$ cat config.mk
export PLATFORM = sky130hd
export DESIGN_NAME = smd_div
export DESIGN_NICKNAME = d
export VERILOG_FILES = /design/src/hw/rtl/smd_pkg.sv /design/src/hw/rtl/smd_div.sv
export SDC_FILE = /design/constraint.sdc
export NUM_CORES = 1
export LEC_CHECK = 0
export CAP_MARGIN = 20
export CORE_ASPECT_RATIO = 0.9
export CORE_UTILIZATION = 25
export CTS_CLUSTER_DIAMETER = 100
export DETAILED_ROUTE_END_ITERATION = 8
export DONT_BUFFER_PORTS = 1
export PLACE_DENSITY = 0.46
export SYNTH_ARGS = -nofsm -noshare
export SYNTH_HDL_FRONTEND = slang
export SYNTH_SLANG_ARGS = --single-unit
$ cat constraint.sdc
create_clock -name clk -period 2.25 [get_ports clk]
set_input_delay 0.3375 -clock clk [delete_from_list [all_inputs] [get_ports clk]]
set_output_delay 0.3375 -clock clk [all_outputs]
set_load 0.03 [all_outputs]
$ cat src/hw/rtl/smd_pkg.sv
// Shared types and constants of the scrolling matrix frame generator.
// Depends on nothing; imported by every module of the block.
package smd_pkg;

  // Display and store geometry
  localparam int DISP_HEIGHT     = 8;
  localparam int DISP_WIDTH      = 16;
  localparam int SCROLL_MAX_COLS = 256;

  // Derived widths
  localparam int PIX_W  = 8 * DISP_HEIGHT;
  localparam int ROW_W  = (DISP_HEIGHT > 1) ? $clog2(DISP_HEIGHT) : 1;
  localparam int FX_AW  = (DISP_WIDTH > 1) ? $clog2(DISP_WIDTH) : 1;
  localparam int SC_AW  = (SCROLL_MAX_COLS > 1) ? $clog2(SCROLL_MAX_COLS) : 1;
  localparam int X_W    = FX_AW;
  localparam int CNT_W  = $clog2(SCROLL_MAX_COLS + 1);
  localparam int OFS_W  = $clog2(DISP_WIDTH + SCROLL_MAX_COLS + 1) + 1;
  localparam int PER_W  = $clog2((DISP_WIDTH + SCROLL_MAX_COLS + 1) * 255 + 1);
  localparam int DVD_W  = 32;
  localparam int DCNT_W = $clog2(DVD_W);
  localparam int CFG_DW = 9;

  // Register indexes on the configuration port
  localparam logic [1:0] CFG_MODE  = 2'd0;
  localparam logic [1:0] CFG_COLS  = 2'd1;
  localparam logic [1:0] CFG_SPEED = 2'd2;

  // Display modes; the unused code renders blank
  localparam logic [1:0] MODE_BLANK  = 2'd0;
  localparam logic [1:0] MODE_FIXED  = 2'd1;
  localparam logic [1:0] MODE_SCROLL = 2'd2;

  typedef enum logic [1:0] {
    ACT_WR_FIXED  = 2'd0,
    ACT_WR_SCROLL = 2'd1,
    ACT_START     = 2'd2,
    ACT_RENDER    = 2'd3
  } act_t;

  typedef enum logic [1:0] {
    ST_IDLE,
    ST_MOD,
    ST_QUO,
    ST_COLS
  } state_t;

  typedef enum logic [1:0] {
    SRC_ZERO,
    SRC_FIXED,
    SRC_SCROLL
  } src_t;

  typedef struct packed {
    act_t        action;
    logic [2:0]  pixel_row;
    logic [7:0]  pixel_col;
    logic [7:0]  pixel_value;
    logic [31:0] frame_number;
  } in_req_t;

  typedef struct packed {
    logic [3:0]  column_index;
    logic [63:0] column_pixels;
    logic        last_column;
  } out_res_t;

  // Pixel write into one of the stores
  typedef struct packed {
    logic             fx_en;
    logic             sc_en;
    logic [ROW_W-1:0] row;
    logic [FX_AW-1:0] fx_col;
    logic [SC_AW-1:0] sc_col;
    logic [7:0]       value;
  } store_wr_t;

  // Column read from the stores
  typedef struct packed {
    logic             fx_en;
    logic [FX_AW-1:0] fx_addr;
    logic             sc_en;
    logic [SC_AW-1:0] sc_addr;
  } store_rd_t;

endpackage

$ cat src/hw/rtl/smd_div.sv
// Restoring divider, one quotient bit per cycle, for the scroll window math.
// Depends on smd_pkg. Divisor must be nonzero.
module smd_div
  import smd_pkg::*;
(
  input  logic             clk,
  input  logic             rst_n,
  input  logic             go,
  input  logic [DVD_W-1:0] dividend,
  input  logic [PER_W-1:0] divisor,
  output logic             done,
  output logic [DVD_W-1:0] quotient,
  output logic [PER_W-1:0] remainder
);

  logic              busy_r;
  logic              done_r;
  logic [DCNT_W-1:0] cnt_r;
  logic [DVD_W-1:0]  quo_r;
  logic [PER_W-1:0]  rem_r;
  logic [PER_W-1:0]  dvs_r;
  logic [PER_W:0]    rem_sh;
  logic              ge;
  logic [PER_W-1:0]  rem_nxt;

  // One shift-and-subtract step
  always_comb begin
    rem_sh  = {rem_r, quo_r[DVD_W-1]};
    ge      = (rem_sh >= {1'b0, dvs_r});
    rem_nxt = ge ? PER_W'(rem_sh - {1'b0, dvs_r}) : rem_sh[PER_W-1:0];
  end

  // Control
  always_ff @(posedge clk) begin
    if (!rst_n) begin
      busy_r <= 1'b0;
      done_r <= 1'b0;
      cnt_r  <= '0;
    end else begin
      done_r <= 1'b0;
      if (go) begin
        busy_r <= 1'b1;
        cnt_r  <= '0;
      end else if (busy_r) begin
        cnt_r <= cnt_r + 1'b1;
        if (cnt_r == DCNT_W'(DVD_W - 1)) begin
          busy_r <= 1'b0;
          done_r <= 1'b1;
        end
      end
    end
  end

  // Datapath
  always_ff @(posedge clk) begin
    if (go) begin
      quo_r <= dividend;
      rem_r <= '0;
      dvs_r <= divisor;
    end else if (busy_r) begin
      quo_r <= {quo_r[DVD_W-2:0], ge};
      rem_r <= rem_nxt;
    end
  end

  assign done      = done_r;
  assign quotient  = quo_r;
  assign remainder = rem_r;

endmodule
==> summary.md <==
| Metric | Value |
|---|---|
| Adder-Cell Fraction of Synth Area | 6.61% |
| Sink Count | 73 |
| Drt wl/cell | 16.6 um |
| Final Setup Violations | 18 |
| Yosys reg bits | 73 |
| Syn Area/Cell | 11.5 um2 |
| Dominant synthesized flop cell | edfxtp_1 |
| RR Startpoint | quotient[31] |
| CP Data Arrival Time | 2650 ps |
| Post-Route WL | 9900 um |
| Total Power | 4.17 mW |
| Compound-Gate Fraction of Synth Area | 12.2% |
| Htree depth | 3 |
| Worst vdd ir | 0.453 mV |
| Multiplexer share of the synthesized area | 12.8% |
| Synth Net Count | 411 |
| CTS Buffer Depth | 2 |
| Vias | 2718 |
| Register area | 1950 um2 |
| Asr flop ratio synth | 0% |
| Core area | 15000 um2 |
| CTS Root Cell | clkbuf_16 |
| Synthesized cell area | 3900 um2 |
| EDFF count, synth | 49 |
| Commonest non-fill, non-tap cells in the layout | buf_4, edfxtp_1, mux2_2 |
| Register area share after synthesis | 50.0% |
| Leak | 1.96 nW |
| Num CTS Buffers | 9 |
| Crit path from | quotient[31] |
| Status | finished with violations |
| Vias in the first global route | 2762 |
| Layout area overhead | 28.5% |
| Synth cell types | 55 |
| Fin. Hold Viols | 0 |
| Failing checks | setup timing |
| # diodes | 0 |
| Final Max Tran Viols | 0 |
| Max_slew headroom | 60.8% |
| CTS Hold Bufs | 0 |
| Commonest non-fill, non-tap cell in the layout | buf_4 |
| # nets final | 465 |
| Port Buf Inserts | 0 |
| Largest net degree at the start of global routing | 69 |
| Post-Synth XOR/XNOR Area | 4.04% |
| Peak Freq | 419 MHz |
| CTS tree | done |
| Clock skew | 7.15 ps |
| Die Width | 134 um |
| First-pass GRT wire length | 15300 um |
| Final GP Congestion | 0.783 |
| Final Cell Area | 5010 um2 |
| Post-DP HPWL | 7230 um |
| Worst-margin pin slew | 580 ps |
| HP Class | primary input to register |
| Minimum clock period | 2390 ps |
| Setup ws final | -135 ps |
| RSZ-0062 raised after global routing | true |
| Die height | 121 um |
| Pre-CTS WS | -178 ps |
| Largest family of logic cells by synthesized area | multiplexers |
| Max-Cap Viols | 0 |
| Share of cells above drive strength 1 | 33.9% |
| Num ports | 102 |
| Remaining antenna violation count | 0 |
| DRT iter0 DRCs | 119 |
| Fillers | 1506 |
| Pwr dens | 832 nW/um2 |
| Initial Utilization | 26.0% |
| DRC | 0 |
| Synth Instances | 339 |
| Synth warnings | 0 |
| Multi-input logic area | 1940 um2 |
| Critical Path RT | 2510 ps |
| Total GRT Usage | 12.7% |
| Hold_sp | go |
| Worst setup EP type | register |
| Initial antenna violation count | 0 |
| Final period utilization | 106% |
| Skew-Pair Late Insertion Delay | 340 ps |
| Clock slew at reported path FFs | 60 ps |
| CP startpoint kind | register |
| DR pass1 iterations | 4 |
| Cell area after placement | 4490 um2 |
| Die Area | 16100 um2 |
| Post-synthesis simple-gate area fraction | 9.97% |
| Grt ovf | 0 |
| CP Max Fanout | 7 |
| DR vias/cell | 4.56 |
| Setup CP Type | register to register |
| Site Rows | 42 |
==> cells in the mapped netlist (7+ instances only) <==
master / count / share of area (%)
mux2_2: 32 / 9.2
o21ai_0: 8 / 1.0
edfxtp_1: 49 / 38
clkbuf_1: 9 / 0.87
xnor2_1: 9 / 2.0
xor2_1: 9 / 2.0
dfxtp_1: 24 / 12
ha_1: 19 / 6.1
a21oi_1: 14 / 1.8
nand2b_1: 7 / 1.1
nor2_1: 29 / 2.8
inv_1: 25 / 2.4
a211oi_1: 9 / 1.7
nand2_1: 19 / 1.8
mux2i_1: 14 / 3.6
==> report_power, final <==
| group | total, mW | internal, mW | switching [mW] | leakage (nW) |
|---|---|---|---|---|
| Sequential | 1.77 | 1.57 | 0.198 | 0.685 |
| Clock | 1.46 | 0.891 | 0.574 | 0.149 |
| Combinational | 0.934 | 0.449 | 0.485 | 1.13 |
==> path summary, 6_finish.rpt <==
kind / cells past startpoint / slack [ps] / to
setup / recovery: 13 / -140 / remainder[7]
hold / removal: 1 / 80 / remainder[7]
setup reg to reg: 13 / -140 / remainder[7]
hold reg to reg: 2 / 510 / cnt_r[4]
==> what timing repair did <==
action / 4_1_cts / 5_1_grt
pin swaps: 7 / 3
gates resized for setup: 21 / 7
setup endpoints to repair: 18 / 18
buffers inserted: 7 / 2
==> flip-flops by register name, indices dropped and copies added (netlist names) <==
name and count:
dvs_r 17, quotient 32, busy_r 1, cnt_r 5
remainder 17, done 1
==> layer usage <==
layer / wire [um] / global-route usage, % / part of all wire (%) / up-vias
li1: - / - / - / 1345
met1: 4660 / 16.4 / 47 / 1307
met2: 4550 / 19.6 / 46 / 57
met3: 567 / 4.57 / 5.7 / 9
met4: 123 / 4.26 / 1.2 / 0
met5: 0 / 0 / 0 / -
==> logic make-up (layout without fill, tap and decap cells) <==
logic type,after synthesis,after routing
AOI/OAI and AO/OA,65,65
DFF,73,73
and+or+nand+nor,79,79
buffers and inverters,38,97
xor gates and xnor gates,18,18
adders and majority gates,20,20
muxes,46,46
==> through the flow <==
| step | cells | TNS, ps | hold slack (ps) | util (%) |
|---|---|---|---|---|
| floorplan | 339 | -941 | 436 | - |
| global placement | 573 | -1370 | 423 | 30.0 |
| detailed placement | 573 | -1880 | 424 | 30.0 |
| CTS | 596 | -1580 | 54.3 | 33.3 |
| global route | 596 | -4170 | 51.6 | 33.5 |
| finish | 596 | -1370 | 83.9 | 33.5 |
==> critical path: stages (launching register included) <==
cell and delay, ps:
edfxtp_1 380, inv_1 70, ha_2 170, inv_2 40
fa_2 340, a21oi_2 160, buf_4 130, o22ai_2 50
o21a_2 240, nand3_4 120, nand2_8 90, buf_12 150
mux2i_2 140, a211oi_2 210
==> area by class of cell <==
class	count	area share [%]
clock buffer	10	4.77
multi-input combinational	228	38.7
tap	198	4.94
sequential	73	38.9
clock inverter	6	1.32
timing repair buffer	56	9.46
inverter	25	1.87
Power figures use the tool's default switching activity.
